$ cat config.mk
export PLATFORM = sky130hd
export DESIGN_NAME = set_assoc_writeback_cache_tags
export DESIGN_NICKNAME = d
export VERILOG_FILES = /design/src/rtl/core/sawc_pkg.sv /design/src/rtl/core/sawc_cfg.sv /design/src/rtl/core/sawc_tags.sv /design/src/rtl/core/sawc_stats.sv /design/src/rtl/core/set_assoc_writeback_cache_tags.sv
export VERILOG_INCLUDE_DIRS = /design/src /design/src/rtl/core
export SDC_FILE = /design/constraint.sdc
export NUM_CORES = 2
export LEC_CHECK = 0
export BUFFER_PORTS_ARGS = -buffer_cell sky130_fd_sc_hd__buf_2
export CAP_MARGIN = 20
export CORE_ASPECT_RATIO = 0.9
export CORE_MARGIN = 8
export CORE_UTILIZATION = 40
export DETAILED_ROUTE_END_ITERATION = 10
export PLACE_DENSITY = 0.58
export SKIP_CTS_REPAIR_TIMING = 1
export SLEW_MARGIN = 20
export SYNTH_ARGS = -nofsm -noshare
export SYNTH_HDL_FRONTEND = slang
export SYNTH_SLANG_ARGS = --single-unit
$ cat constraint.sdc
create_clock -name i_clk -period 10.08 [get_ports i_clk]
set_clock_uncertainty 0.1 [all_clocks]
set_input_delay 1.008 -clock i_clk [delete_from_list [all_inputs] [get_ports i_clk]]
set_output_delay 1.008 -clock i_clk [all_outputs]
set_load 0.02 [all_outputs]
$ cat src/rtl/core/set_assoc_writeback_cache_tags_macros.svh
`ifndef SET_ASSOC_WRITEBACK_CACHE_TAGS_MACROS_SVH
`define SET_ASSOC_WRITEBACK_CACHE_TAGS_MACROS_SVH

// Same-cycle implication, checked outside reset
`define SAWC_ASSERT_NOW(lbl, clk, rst_n, ante, cons, msg) \
    lbl: assert property (@(posedge clk) disable iff (!(rst_n)) (ante) |-> (cons)) \
        else $error(msg);

// Next-cycle implication, checked outside reset
`define SAWC_ASSERT_NEXT(lbl, clk, rst_n, ante, cons, msg) \
    lbl: assert property (@(posedge clk) disable iff (!(rst_n)) (ante) |=> (cons)) \
        else $error(msg);

`endif

$ cat src/rtl/core/sawc_pkg.sv
package sawc_pkg;

    localparam int NUM_SETS    = 8;
    localparam int NUM_WAYS    = 4;
    localparam int BLOCK_BYTES = 32;
    localparam int COUNT_BITS  = 32;

    localparam int ADDR_BITS  = 32;
    localparam int OFF_BITS   = $clog2(BLOCK_BYTES);
    localparam int SET_BITS   = (NUM_SETS > 1) ? $clog2(NUM_SETS) : 1;
    localparam int SET_USED   = $clog2(NUM_SETS);
    localparam int TAG_BITS   = ADDR_BITS - OFF_BITS - SET_USED;
    localparam int WAY_BITS   = (NUM_WAYS > 1) ? $clog2(NUM_WAYS) : 1;
    localparam int LAT_BITS   = 9;
    localparam int CFG_LAT_BITS = 8;
    localparam int OUT_COUNT_BITS = 32;

    localparam int PADDR_BITS   = 5;
    localparam int PDATA_BITS   = 32;
    localparam int REG_IDX_BITS = 3;

    localparam logic [REG_IDX_BITS-1:0] REG_CACHE_ENABLE      = 3'd0;
    localparam logic [REG_IDX_BITS-1:0] REG_READ_LATENCY      = 3'd1;
    localparam logic [REG_IDX_BITS-1:0] REG_WRITE_LATENCY     = 3'd2;
    localparam logic [REG_IDX_BITS-1:0] REG_FILL_LATENCY      = 3'd3;
    localparam logic [REG_IDX_BITS-1:0] REG_WRITEBACK_LATENCY = 3'd4;

    localparam logic                    RST_CACHE_ENABLE      = 1'b1;
    localparam logic [CFG_LAT_BITS-1:0] RST_READ_LATENCY      = 8'd30;
    localparam logic [CFG_LAT_BITS-1:0] RST_WRITE_LATENCY     = 8'd30;
    localparam logic [CFG_LAT_BITS-1:0] RST_FILL_LATENCY      = 8'd30;
    localparam logic [CFG_LAT_BITS-1:0] RST_WRITEBACK_LATENCY = 8'd10;

    typedef struct packed {
        logic                    enable;
        logic [CFG_LAT_BITS-1:0] rd_lat;
        logic [CFG_LAT_BITS-1:0] wr_lat;
        logic [CFG_LAT_BITS-1:0] fill_lat;
        logic [CFG_LAT_BITS-1:0] wb_lat;
    } t_cfg;

    typedef struct packed {
        logic                store;
        logic [SET_BITS-1:0] set_idx;
        logic [TAG_BITS-1:0] tag;
    } t_lookup_req;

    typedef struct packed {
        logic hit;
        logic writeback;
    } t_lookup_rsp;

    typedef struct packed {
        logic load;
        logic store;
        logic load_miss;
        logic store_miss;
        logic writeback;
    } t_stat_evt;

    typedef struct packed {
        logic [COUNT_BITS-1:0] loads;
        logic [COUNT_BITS-1:0] stores;
        logic [COUNT_BITS-1:0] ld_misses;
        logic [COUNT_BITS-1:0] st_misses;
        logic [COUNT_BITS-1:0] writebacks;
    } t_counts;

endpackage

$ cat src/rtl/core/sawc_cfg.sv
module sawc_cfg (
    input  logic                             i_clk,
    input  logic                             i_rst_n,
    input  logic                             psel,
    input  logic                             penable,
    input  logic                             pwrite,
    input  logic [sawc_pkg::PADDR_BITS-1:0]  paddr,
    input  logic [sawc_pkg::PDATA_BITS-1:0]  pwdata,
    output logic [sawc_pkg::PDATA_BITS-1:0]  prdata,
    output logic                             pready,
    output sawc_pkg::t_cfg                   o_cfg
);
    import sawc_pkg::*;

    t_cfg                    r_cfg;
    logic                    wr_en;
    logic [REG_IDX_BITS-1:0] reg_idx;

    assign pready  = 1'b1;
    assign wr_en   = psel && penable && pwrite && pready;
    assign reg_idx = paddr[PADDR_BITS-1:2];
    assign o_cfg   = r_cfg;

    always_ff @(posedge i_clk) begin
        if (!i_rst_n) begin
            r_cfg.enable   <= RST_CACHE_ENABLE;
            r_cfg.rd_lat   <= RST_READ_LATENCY;
            r_cfg.wr_lat   <= RST_WRITE_LATENCY;
            r_cfg.fill_lat <= RST_FILL_LATENCY;
            r_cfg.wb_lat   <= RST_WRITEBACK_LATENCY;
        end else if (wr_en) begin
            case (reg_idx)
                REG_CACHE_ENABLE:      r_cfg.enable   <= pwdata[0];
                REG_READ_LATENCY:      r_cfg.rd_lat   <= pwdata[CFG_LAT_BITS-1:0];
                REG_WRITE_LATENCY:     r_cfg.wr_lat   <= pwdata[CFG_LAT_BITS-1:0];
                REG_FILL_LATENCY:      r_cfg.fill_lat <= pwdata[CFG_LAT_BITS-1:0];
                REG_WRITEBACK_LATENCY: r_cfg.wb_lat   <= pwdata[CFG_LAT_BITS-1:0];
                default: ;
            endcase
        end
    end

    always_comb begin
        case (reg_idx)
            REG_CACHE_ENABLE:      prdata = PDATA_BITS'(r_cfg.enable);
            REG_READ_LATENCY:      prdata = PDATA_BITS'(r_cfg.rd_lat);
            REG_WRITE_LATENCY:     prdata = PDATA_BITS'(r_cfg.wr_lat);
            REG_FILL_LATENCY:      prdata = PDATA_BITS'(r_cfg.fill_lat);
            REG_WRITEBACK_LATENCY: prdata = PDATA_BITS'(r_cfg.wb_lat);
            default:               prdata = '0;
        endcase
    end

endmodule

$ cat src/rtl/core/sawc_tags.sv
`include "set_assoc_writeback_cache_tags_macros.svh"

module sawc_tags (
    input  logic                  i_clk,
    input  logic                  i_rst_n,
    input  logic                  i_fire,
    input  sawc_pkg::t_lookup_req i_req,
    output sawc_pkg::t_lookup_rsp o_rsp
);
    import sawc_pkg::*;

    logic [TAG_BITS-1:0] r_tag   [NUM_WAYS][NUM_SETS];
    logic [NUM_SETS-1:0] r_valid [NUM_WAYS];
    logic [NUM_SETS-1:0] r_dirty [NUM_WAYS];
    logic [WAY_BITS-1:0] r_vptr  [NUM_SETS];

    logic [NUM_WAYS-1:0] match;
    logic [WAY_BITS-1:0] hit_way;
    logic [WAY_BITS-1:0] vic;
    logic [WAY_BITS-1:0] n_vptr;
    logic                hit;
    logic                vic_dirty;

    always_comb begin
        hit_way = '0;
        for (int w = NUM_WAYS - 1; w >= 0; w--) begin
            match[w] = r_valid[w][i_req.set_idx] && (r_tag[w][i_req.set_idx] == i_req.tag);
            if (match[w]) begin
                hit_way = WAY_BITS'(w);
            end
        end
    end

    assign hit       = |match;
    assign vic       = r_vptr[i_req.set_idx];
    assign vic_dirty = r_dirty[vic][i_req.set_idx];
    assign n_vptr    = (vic == WAY_BITS'(NUM_WAYS - 1)) ? '0 : vic + 1'b1;

    assign o_rsp.hit       = hit;
    assign o_rsp.writeback = !hit && vic_dirty;

    always_ff @(posedge i_clk) begin
        if (!i_rst_n) begin
            for (int w = 0; w < NUM_WAYS; w++) begin
                r_valid[w] <= '0;
                r_dirty[w] <= '0;
            end
            for (int s = 0; s < NUM_SETS; s++) begin
                r_vptr[s] <= '0;
            end
        end else if (i_fire) begin
            if (hit) begin
                if (i_req.store) begin
                    r_dirty[hit_way][i_req.set_idx] <= 1'b1;
                end
            end else begin
                r_valid[vic][i_req.set_idx] <= 1'b1;
                r_dirty[vic][i_req.set_idx] <= i_req.store;
                r_vptr[i_req.set_idx]       <= n_vptr;
            end
        end
    end

    always_ff @(posedge i_clk) begin
        if (i_fire && !hit) begin
            r_tag[vic][i_req.set_idx] <= i_req.tag;
        end
    end

    `SAWC_ASSERT_NOW(a_single_match, i_clk, i_rst_n, i_fire, $onehot0(match), "tag matched in more than one way")
    `SAWC_ASSERT_NEXT(a_store_hit_dirty, i_clk, i_rst_n, i_fire && i_req.store && hit, r_dirty[$past(hit_way)][$past(i_req.set_idx)], "store hit left line clean")
    `SAWC_ASSERT_NEXT(a_fill_valid, i_clk, i_rst_n, i_fire && !hit, r_valid[$past(vic)][$past(i_req.set_idx)], "filled line not valid")

endmodule

$ cat src/rtl/core/sawc_stats.sv
module sawc_stats (
    input  logic                i_clk,
    input  logic                i_rst_n,
    input  logic                i_fire,
    input  sawc_pkg::t_stat_evt i_evt,
    output sawc_pkg::t_counts   o_counts
);
    import sawc_pkg::*;

    t_counts r_counts;
    t_counts n_counts;

    always_comb begin
        n_counts.loads      = r_counts.loads      + COUNT_BITS'(i_evt.load);
        n_counts.stores     = r_counts.stores     + COUNT_BITS'(i_evt.store);
        n_counts.ld_misses  = r_counts.ld_misses  + COUNT_BITS'(i_evt.load_miss);
        n_counts.st_misses  = r_counts.st_misses  + COUNT_BITS'(i_evt.store_miss);
        n_counts.writebacks = r_counts.writebacks + COUNT_BITS'(i_evt.writeback);
    end

    assign o_counts = n_counts;

    always_ff @(posedge i_clk) begin
        if (!i_rst_n) begin
            r_counts <= '0;
        end else if (i_fire) begin
            r_counts <= n_counts;
        end
    end

endmodule

$ cat src/rtl/core/set_assoc_writeback_cache_tags.sv
// Tag, valid and dirty tracking for a write-back set-associative cache (8 sets, 4 ways,
// 32-byte lines, round-robin victim per set). One access enters per cycle unless the input
// is stalled. The access is captured in an input register, the set lookup, victim choice,
// state update and counter increment are done between the input and output registers,
// and the result is held in the output register. The input stalls only while both
// registers hold an access and the output is stalled.
// Back-to-back accesses to the same set see each other's updates. With cache_enable at 0
// the block reports the read or write latency and leaves all state and counters alone.
// Configuration is through the APB port, register i at byte address 4*i.
`include "set_assoc_writeback_cache_tags_macros.svh"

module set_assoc_writeback_cache_tags (
    input  logic                             i_clk,
    input  logic                             i_rst_n,
    input  logic                             psel,
    input  logic                             penable,
    input  logic                             pwrite,
    input  logic [sawc_pkg::PADDR_BITS-1:0]  paddr,
    input  logic [sawc_pkg::PDATA_BITS-1:0]  pwdata,
    output logic [sawc_pkg::PDATA_BITS-1:0]  prdata,
    output logic                             pready,
    input  logic                             i_valid,
    output logic                             o_stall,
    input  logic                             i_mode,
    input  logic [31:0]                      i_addr,
    output logic                             o_valid,
    input  logic                             i_stall,
    output logic [8:0]                       o_latency,
    output logic                             o_hit,
    output logic                             o_did_writeback,
    output logic [31:0]                      o_load_total,
    output logic [31:0]                      o_store_total,
    output logic [31:0]                      o_load_miss_total,
    output logic [31:0]                      o_store_miss_total,
    output logic [31:0]                      o_writeback_total
);
    import sawc_pkg::*;

    t_cfg        cfg;
    t_lookup_req req;
    t_lookup_rsp rsp;
    t_stat_evt   evt;
    t_counts     counts;

    logic                 r_s1_valid;
    logic                 r_s1_mode;
    logic [ADDR_BITS-1:0] r_s1_addr;

    logic                 r_out_valid;
    logic [LAT_BITS-1:0]  r_lat;
    logic                 r_hit;
    logic                 r_wb;
    t_counts              r_counts;

    logic                 advance;
    logic                 accept;
    logic                 lookup_fire;
    logic [LAT_BITS-1:0]  n_lat;

    sawc_cfg u_cfg (
        .i_clk   (i_clk),
        .i_rst_n (i_rst_n),
        .psel    (psel),
        .penable (penable),
        .pwrite  (pwrite),
        .paddr   (paddr),
        .pwdata  (pwdata),
        .prdata  (prdata),
        .pready  (pready),
        .o_cfg   (cfg)
    );

    assign advance     = r_s1_valid && (!r_out_valid || !i_stall);
    assign o_stall     = r_s1_valid && r_out_valid && i_stall;
    assign accept      = i_valid && !o_stall;
    assign lookup_fire = advance && cfg.enable;

    assign req.store   = r_s1_mode;
    assign req.set_idx = SET_BITS'(r_s1_addr >> OFF_BITS);
    assign req.tag     = r_s1_addr[ADDR_BITS-1 -: TAG_BITS];

    sawc_tags u_tags (
        .i_clk   (i_clk),
        .i_rst_n (i_rst_n),
        .i_fire  (lookup_fire),
        .i_req   (req),
        .o_rsp   (rsp)
    );

    assign evt.load       = cfg.enable && !r_s1_mode;
    assign evt.store      = cfg.enable && r_s1_mode;
    assign evt.load_miss  = cfg.enable && !r_s1_mode && !rsp.hit;
    assign evt.store_miss = cfg.enable && r_s1_mode && !rsp.hit;
    assign evt.writeback  = cfg.enable && rsp.writeback;

    sawc_stats u_stats (
        .i_clk    (i_clk),
        .i_rst_n  (i_rst_n),
        .i_fire   (advance),
        .i_evt    (evt),
        .o_counts (counts)
    );

    always_comb begin
        if (!cfg.enable) begin
            n_lat = LAT_BITS'(r_s1_mode ? cfg.wr_lat : cfg.rd_lat);
        end else if (rsp.hit) begin
            n_lat = '0;
        end else begin
            n_lat = LAT_BITS'(cfg.fill_lat)
                  + (rsp.writeback ? LAT_BITS'(cfg.wb_lat) : LAT_BITS'(0));
        end
    end

    always_ff @(posedge i_clk) begin
        if (!i_rst_n) begin
            r_s1_valid  <= 1'b0;
            r_out_valid <= 1'b0;
        end else begin
            if (accept) begin
                r_s1_valid <= 1'b1;
            end else if (advance) begin
                r_s1_valid <= 1'b0;
            end
            if (advance) begin
                r_out_valid <= 1'b1;
            end else if (!i_stall) begin
                r_out_valid <= 1'b0;
            end
        end
    end

    always_ff @(posedge i_clk) begin
        if (accept) begin
            r_s1_mode <= i_mode;
            r_s1_addr <= i_addr;
        end
        if (advance) begin
            r_lat    <= n_lat;
            r_hit    <= cfg.enable && rsp.hit;
            r_wb     <= cfg.enable && rsp.writeback;
            r_counts <= counts;
        end
    end

    assign o_valid            = r_out_valid;
    assign o_latency          = r_lat;
    assign o_hit              = r_hit;
    assign o_did_writeback    = r_wb;
    assign o_load_total       = OUT_COUNT_BITS'(r_counts.loads);
    assign o_store_total      = OUT_COUNT_BITS'(r_counts.stores);
    assign o_load_miss_total  = OUT_COUNT_BITS'(r_counts.ld_misses);
    assign o_store_miss_total = OUT_COUNT_BITS'(r_counts.st_misses);
    assign o_writeback_total  = OUT_COUNT_BITS'(r_counts.writebacks);

    `SAWC_ASSERT_NOW(a_hit_zero_latency, i_clk, i_rst_n, o_valid && o_hit, o_latency == '0, "hit reported with non-zero latency")
    `SAWC_ASSERT_NOW(a_wb_not_hit, i_clk, i_rst_n, o_valid && o_did_writeback, !o_hit, "writeback reported on a hit")
    `SAWC_ASSERT_NEXT(a_bypass_counts, i_clk, i_rst_n, advance && !cfg.enable, r_counts == $past(counts) && !o_hit && !o_did_writeback, "bypassed access changed counts or flags")

endmodule
### After elaboration in Yosys (flattened, before gate mapping)

Memories as Yosys holds them, arrays and structs flattened. A register that Yosys moved wholly into a read port is not among the register bits.
Cells that the tools add are included.

* register bits after elaboration: 399
* output and inout bits: 206
* memories: 4
* input bits: 77
* bits in writable memories: 848
* logic and storage cells: 153

* equality and inequality tests: 10
* bitwise operators: 1
* magnitude comparators: 4
* add/subtract/negate cells: 7
* muxes and demuxes: 66
* reductions and logical operators: 39

Memories
* u_tags.r_tag: depth 4, bits a word 192, read ports 4, clocked after Yosys merged registers in 0, wr ports 1, line sawc_tags.sv:12 `logic [TAG_BITS-1:0] r_tag [NUM_WAYS][NUM_SETS];`
* u_tags.r_dirty: depth 4, bits a word 8, read ports 1, clocked after Yosys merged registers in 0, wr ports 4, line sawc_tags.sv:14 `logic [NUM_SETS-1:0] r_dirty [NUM_WAYS];`
* u_tags.r_valid: depth 4, bits a word 8, read ports 4, clocked after Yosys merged registers in 0, wr ports 4, line sawc_tags.sv:13 `logic [NUM_SETS-1:0] r_valid [NUM_WAYS];`
* u_tags.r_vptr: depth 8, bits a word 2, read ports 1, clocked after Yosys merged registers in 1, wr ports 8, line sawc_tags.sv:15 `logic [WAY_BITS-1:0] r_vptr [NUM_SETS];`

Operators with widths (number)
* $bmux 24 s3: 4
* $mux 24: 9
* $mux 192: 1
* $add 32x1->32: 5
* $eq 24x24->1: 4
* $mux 8: 10
* $demux 24 s3: 1
* $pmux 8 s5: 1
* $reduce_or 8->1: 3
* $logic_and 1x1->1: 21
* $mux 1: 21
* $mux 2: 9
* $mux 9: 2
* $bmux 1 s3: 5
* $reduce_and 2->1: 5
* $add 8x8->9: 1
* $eq 3x2->1 const B: 2
* $mux 3: 2
* $logic_not 1->1: 5
* $ge 4x4->1 const B: 1
* $lt 3x4->1 const B: 1
* $lt 4x1->1 const B: 1
* $not 3->4: 1
* $reduce_or 4->1: 1
* other kinds (11): 11

### Logic depth before layout (Yosys ltp)

* depth in word-level cells: 14
* gate-level depth with buffers: 29
* mapped depth without buffers: 21

### Modules after synthesis

From an unflattened synthesis, not the netlist that was laid out.

* cells, all modules: 3678
* area, all modules: 52839.4 sq um

By module, submodules not included
* sawc_tags: cells each 1930, area each 34456.8 sq um, times used 1, sequential area each 25464.4 sq um
* sawc_stats: cells each 1262, area each 9968.3 sq um, times used 1, sequential area each 3203.1 sq um
* set_assoc_writeback_cache_tags: cells each 287, area each 6637.6 sq um, times used 1, sequential area each 6015.8 sq um
* sawc_cfg: cells each 199, area each 1776.7 sq um, times used 1, sequential area each 660.6 sq um

### Least setup slack after synthesis

Ideal clock, no wire load.

* kind: input to register
* start point: in i_stall
* end point: reg r_wb, in the netlist o_did_writeback, enable pin
* arrival time: 6.711 ns
* slack: 2.668 ns
* stages: 6
* setup time: 0.601 ns
* path through: nand2_1 > nand2_1 > inv_2 > clkbuf_1 > clkbuf_1 > buf_1

* longest elaborated chain between the ends: 3

Ends and longest elaborated chain
* start, declared: line set_assoc_writeback_cache_tags.sv:27 `input logic i_stall,`
* $logic_not 1->1
* $logic_or 1x1->1: line set_assoc_writeback_cache_tags.sv:73 `assign advance = r_s1_valid && (!r_out_valid || !i_stall);`
* $logic_and 1x1->1: line set_assoc_writeback_cache_tags.sv:73
* named net advance: line set_assoc_writeback_cache_tags.sv:55 `logic advance;`
* end signal, assigned: line set_assoc_writeback_cache_tags.sv:141 `r_wb <= cfg.enable && rsp.writeback;`
* end, declared: line set_assoc_writeback_cache_tags.sv:52 `logic r_wb;`

The timed path passes the listed nets, and every way through them passes these cells.
A chain may end at the register's enable or synchronous reset.

### Worst setup path in the final report

* start point: reg r_s1_addr[7]
* end point: reg u_stats.r_counts[94] (netlist name)

* longest elaborated chain between the ends: 10
* elaborated cells on any way between the ends: 33
* those cells by class: 1 x add/sub; 4 x eq/ne; 20 x mux; 1 x bitwise; 7 x reduce/logical

Ends and longest elaborated chain
* start, declared: line set_assoc_writeback_cache_tags.sv:47 `logic [ADDR_BITS-1:0] r_s1_addr;`
* start signal, assigned: line set_assoc_writeback_cache_tags.sv:136 `r_s1_addr <= i_addr;`
* $not 3->4 (implied by the code): line sawc_tags.sv:27 `match[w] = r_valid[w][i_req.set_idx] && (r_tag[w][i_req.set_idx] == i_req.tag);`
* $bmux 24 s3: line sawc_tags.sv:27
* $mux 24 (implied by the code) (2 in a row): line sawc_tags.sv:27
* $eq 24x24->1: line sawc_tags.sv:27
* $logic_and 1x1->1: line sawc_tags.sv:27
* $reduce_or 4->1 *: line sawc_tags.sv:34 `assign hit = |match;`
* $logic_not 1->1 *: line set_assoc_writeback_cache_tags.sv:92 `assign evt.load_miss = cfg.enable && !r_s1_mode && !rsp.hit;`
* $logic_and 1x1->1 *: line set_assoc_writeback_cache_tags.sv:92
* $add 32x1->32 *: line sawc_stats.sv:16 `n_counts.ld_misses = r_counts.ld_misses + COUNT_BITS'(i_evt.load_miss);`
* end signal, assigned: line sawc_stats.sv:27 `r_counts <= n_counts;`
* end, declared: line sawc_stats.sv:10 `t_counts r_counts;`

Mark *: on every way between the ends. The rest lies on a longest branch, timed or not. The select of a mux whose other input is x is not followed.

==> run metrics <==
Final nets 3977; endpoints failing hold 0; mapped cell area ~53000 µm²; Placed Cells incl. Taps 5472; TNS Setup 0 ns; status finished, final reports clean; Async S/R FF share, synth 0; final instance area 60100 µm²; io pins 283; fraction of layout cells with a size suffix above 1 0.170; # diodes 0; final cell count without fillers about 5700; placed cell areas approximately 56000 µm²; drt first pass iters 5; DR vias/cell between 5 and 6; Worst Path Required ~11 ns; fin. max-slew vios 0; Max VDD drop between 0.15 and 0.2 mV; commonest non-fill, non-tap cells in the layout edfxtp_1, nand2_1, mux2i_1, buf_2, dfxtp_1; global route total overflow 0; register bit count reported by yosys ~1200; headroom to the max-slew limit 0.310; GPL Wtd Cong between 0.7 and 0.8; Synth Flop Type edfxtp_1; Area growth, synth to finish 13.5%; Clock Latency Late Sink roughly 0.76 ns; Avg Synthesized Cell Area between 10 and 15 µm²; Static Leak about 21 nW; worst hold path type in2reg; sequential-to-total area share from yosys stat 0.668; crit-path max cell delay between 1 and 1.5 ns; # clock sinks approximately 1200; Least-Margin Pin Slew 1.03 ns; Worst EP arrival 8.62 ns; startpoint types register; fmax 124 MHz; post-route ant nets 0; most common cell after layout, fill and taps aside edfxtp_1; clk buf depth 3; Clk Tree Root Cell clkbuf_16; Crit-path slowest cell edfxtp_1; Finished Core Util 0.458; Tmin final between 8 and 9 ns; Die X 400 µm; EDFF count, synth roughly 1000; CP endpoint kind register; clock tree from TritonCTS yes; Top delay family on crit path simple AND/OR/NAND/NOR gates; grt met1 use 0.237; fill cell count around 12000; initial antenna violation count 3; final critical-path share of the clock period 0.803; DR WL/cell 22.4 µm; DRT iter0 DRCs approximately 2600; final wirelength around 130 mm; CTS H-tree depth 4; Final setup viols 0; GR peak layer met2; PD cells roughly 180 nW/µm²; critical path, cell by cell buf_12 -> nor2b_1 -> a22oi_1 -> o22ai_1 -> xnor2_1 -> nand4bb_1 -> or4_1 -> o2111a_1 -> nand2_1 -> nor2_1 -> ha_1 -> ha_1 -> nand3_1 -> nor3_1 -> nand4_1 -> nor2_1 -> and3_1 -> and3_1 -> nand3_1 -> nor3_1 -> xor2_1 -> and2_1; Row Count roughly 130; largest net degree at the start of global routing roughly 110; post-synthesis cell type count 83; Initial Util 0.403; RSZ-0062 raised after global routing false; die area about 140000 µm²; vias post-DR 30600; met2 usage 0.275; max-cap violations 0; warnings from Yosys 0; post-route DRC violation count 0; Crit Path Class reg2reg; CTS clock-pin slew for the worst setup and hold paths ~0.06 ns; GR Util met3 0.0365; CP bufs+invs 1; Core Region between 100000 and 150000 µm²; vias in the first global route approximately 30000; DP Wirelength slightly below 80 mm; PortBufs 226; global-route wire length before repair 191 mm; Die Height between 300 and 400 µm; Worst Path Max Fanout 68; GRT Resource Usage Total 0.173; Post-Syn Instances 3622; cts bufs inserted roughly 130
[cells by family (layout without fill, tap and decap cells)]
group                    after synthesis  after routing  share of synthesized area
buffers and inverters                253            589                     0.0248
AND/OR/NAND/NOR                      972            972                     0.0971
multiplexers                         378            378                     0.0964
flip-flops                          1245           1245                      0.668
adder cells (fa/ha/maj)               23             23                    0.00557
other                                  2             25                   0.000142
AO/OA/AOI/OAI                        439            439                     0.0564
XOR/XNOR                             310            310                     0.0513
[synthesized netlist by cell type (all sizes together), types with 79 or more instances]
cell	instances	area, µm²
edfxtp	1047	31400
nand2	254	953
mux2i	251	2520
dfxtp	198	3960
xnor2	184	1610
o21ai	135	683
and2	129	807
xor2	126	1100
buf	114	793
clkbuf	109	409
nand3	109	551
nor2	105	402
mux4	103	2320
a22oi	81	608
and3	79	494
[through the flow]
stage | hold slack, ns | setup WS (ns) | total power (W)
6_report | 0.326 | 1.99 | 0.0111
3_5_place_dp | 0.366 | 2.05 | 0.00653
3_3_place_gp | 0.358 | 2.09 | 0.00653
2_1_floorplan | 0.347 | 2.67 | 0.00628
5_1_grt | 0.273 | 1.44 | 0.0115
4_1_cts | 0.252 | 1.95 | 0.0112
[flip-flops by register name, indices dropped and copies added (netlist names), 9 cells and up, named ones only]
register / count
u_tags.r_tag: 768
u_stats.r_counts: 160
u_cfg.o_cfg: 33
o_load_miss_total: 32
o_load_total: 32
o_store_miss_total: 32
o_store_total: 32
o_writeback_total: 32
u_tags.r_dirty: 32
u_tags.r_valid: 32
r_s1_addr: 27
u_tags.r_vptr: 16
o_latency: 9
[power breakdown]
| part | internal (W) | leakage [nW] | switching [W] |
|---|---|---|---|
| registers | 0.00566 | 11.1 | 0.0000392 |
| clock network | 0.00268 | 2.03 | 0.00200 |
| logic | 0.000232 | 7.76 | 0.000490 |
| total | 0.00857 | 20.9 | 0.00253 |
[area by class of cell]
type	count	area, µm²	area share
inverters	30	120	0.00200
repair buffers	322	1920	0.0319
well taps	1728	2160	0.0359
multi-input cells	2147	16400	0.273
clock inverters	63	533	0.00886
flip-flops and latches	1245	35400	0.589
clock buffers	174	3590	0.0598
[per-layer routing]
metal / share of wire / up-vias
met2: 0.47 / 900
met3: 0.066 / 207
li1: - / 14200
met4: 0.027 / 2
met1: 0.44 / 15300
met5: 0.00010 / -
[worst paths after layout]
| kind | endpoint | cells after the start | slack (ns) | startpoint |
|---|---|---|---|---|
| worst max-delay path | u_stats.r_counts[94]$_SDFFE_PN0P_ | 22 | 1.99 | r_s1_addr[7]$_DFFE_PP_ |
| worst min-delay path | r_s1_addr[9]$_DFFE_PP_ | 1 | 0.33 | i_addr[9] |
| worst max register to register | u_stats.r_counts[94]$_SDFFE_PN0P_ | 22 | 1.99 | r_s1_addr[7]$_DFFE_PP_ |
| worst min register to register | u_stats.r_counts[0]$_SDFFE_PN0P_ | 2 | 0.37 | u_stats.r_counts[0]$_SDFFE_PN0P_ |
Power figures use the tool's default switching activity.
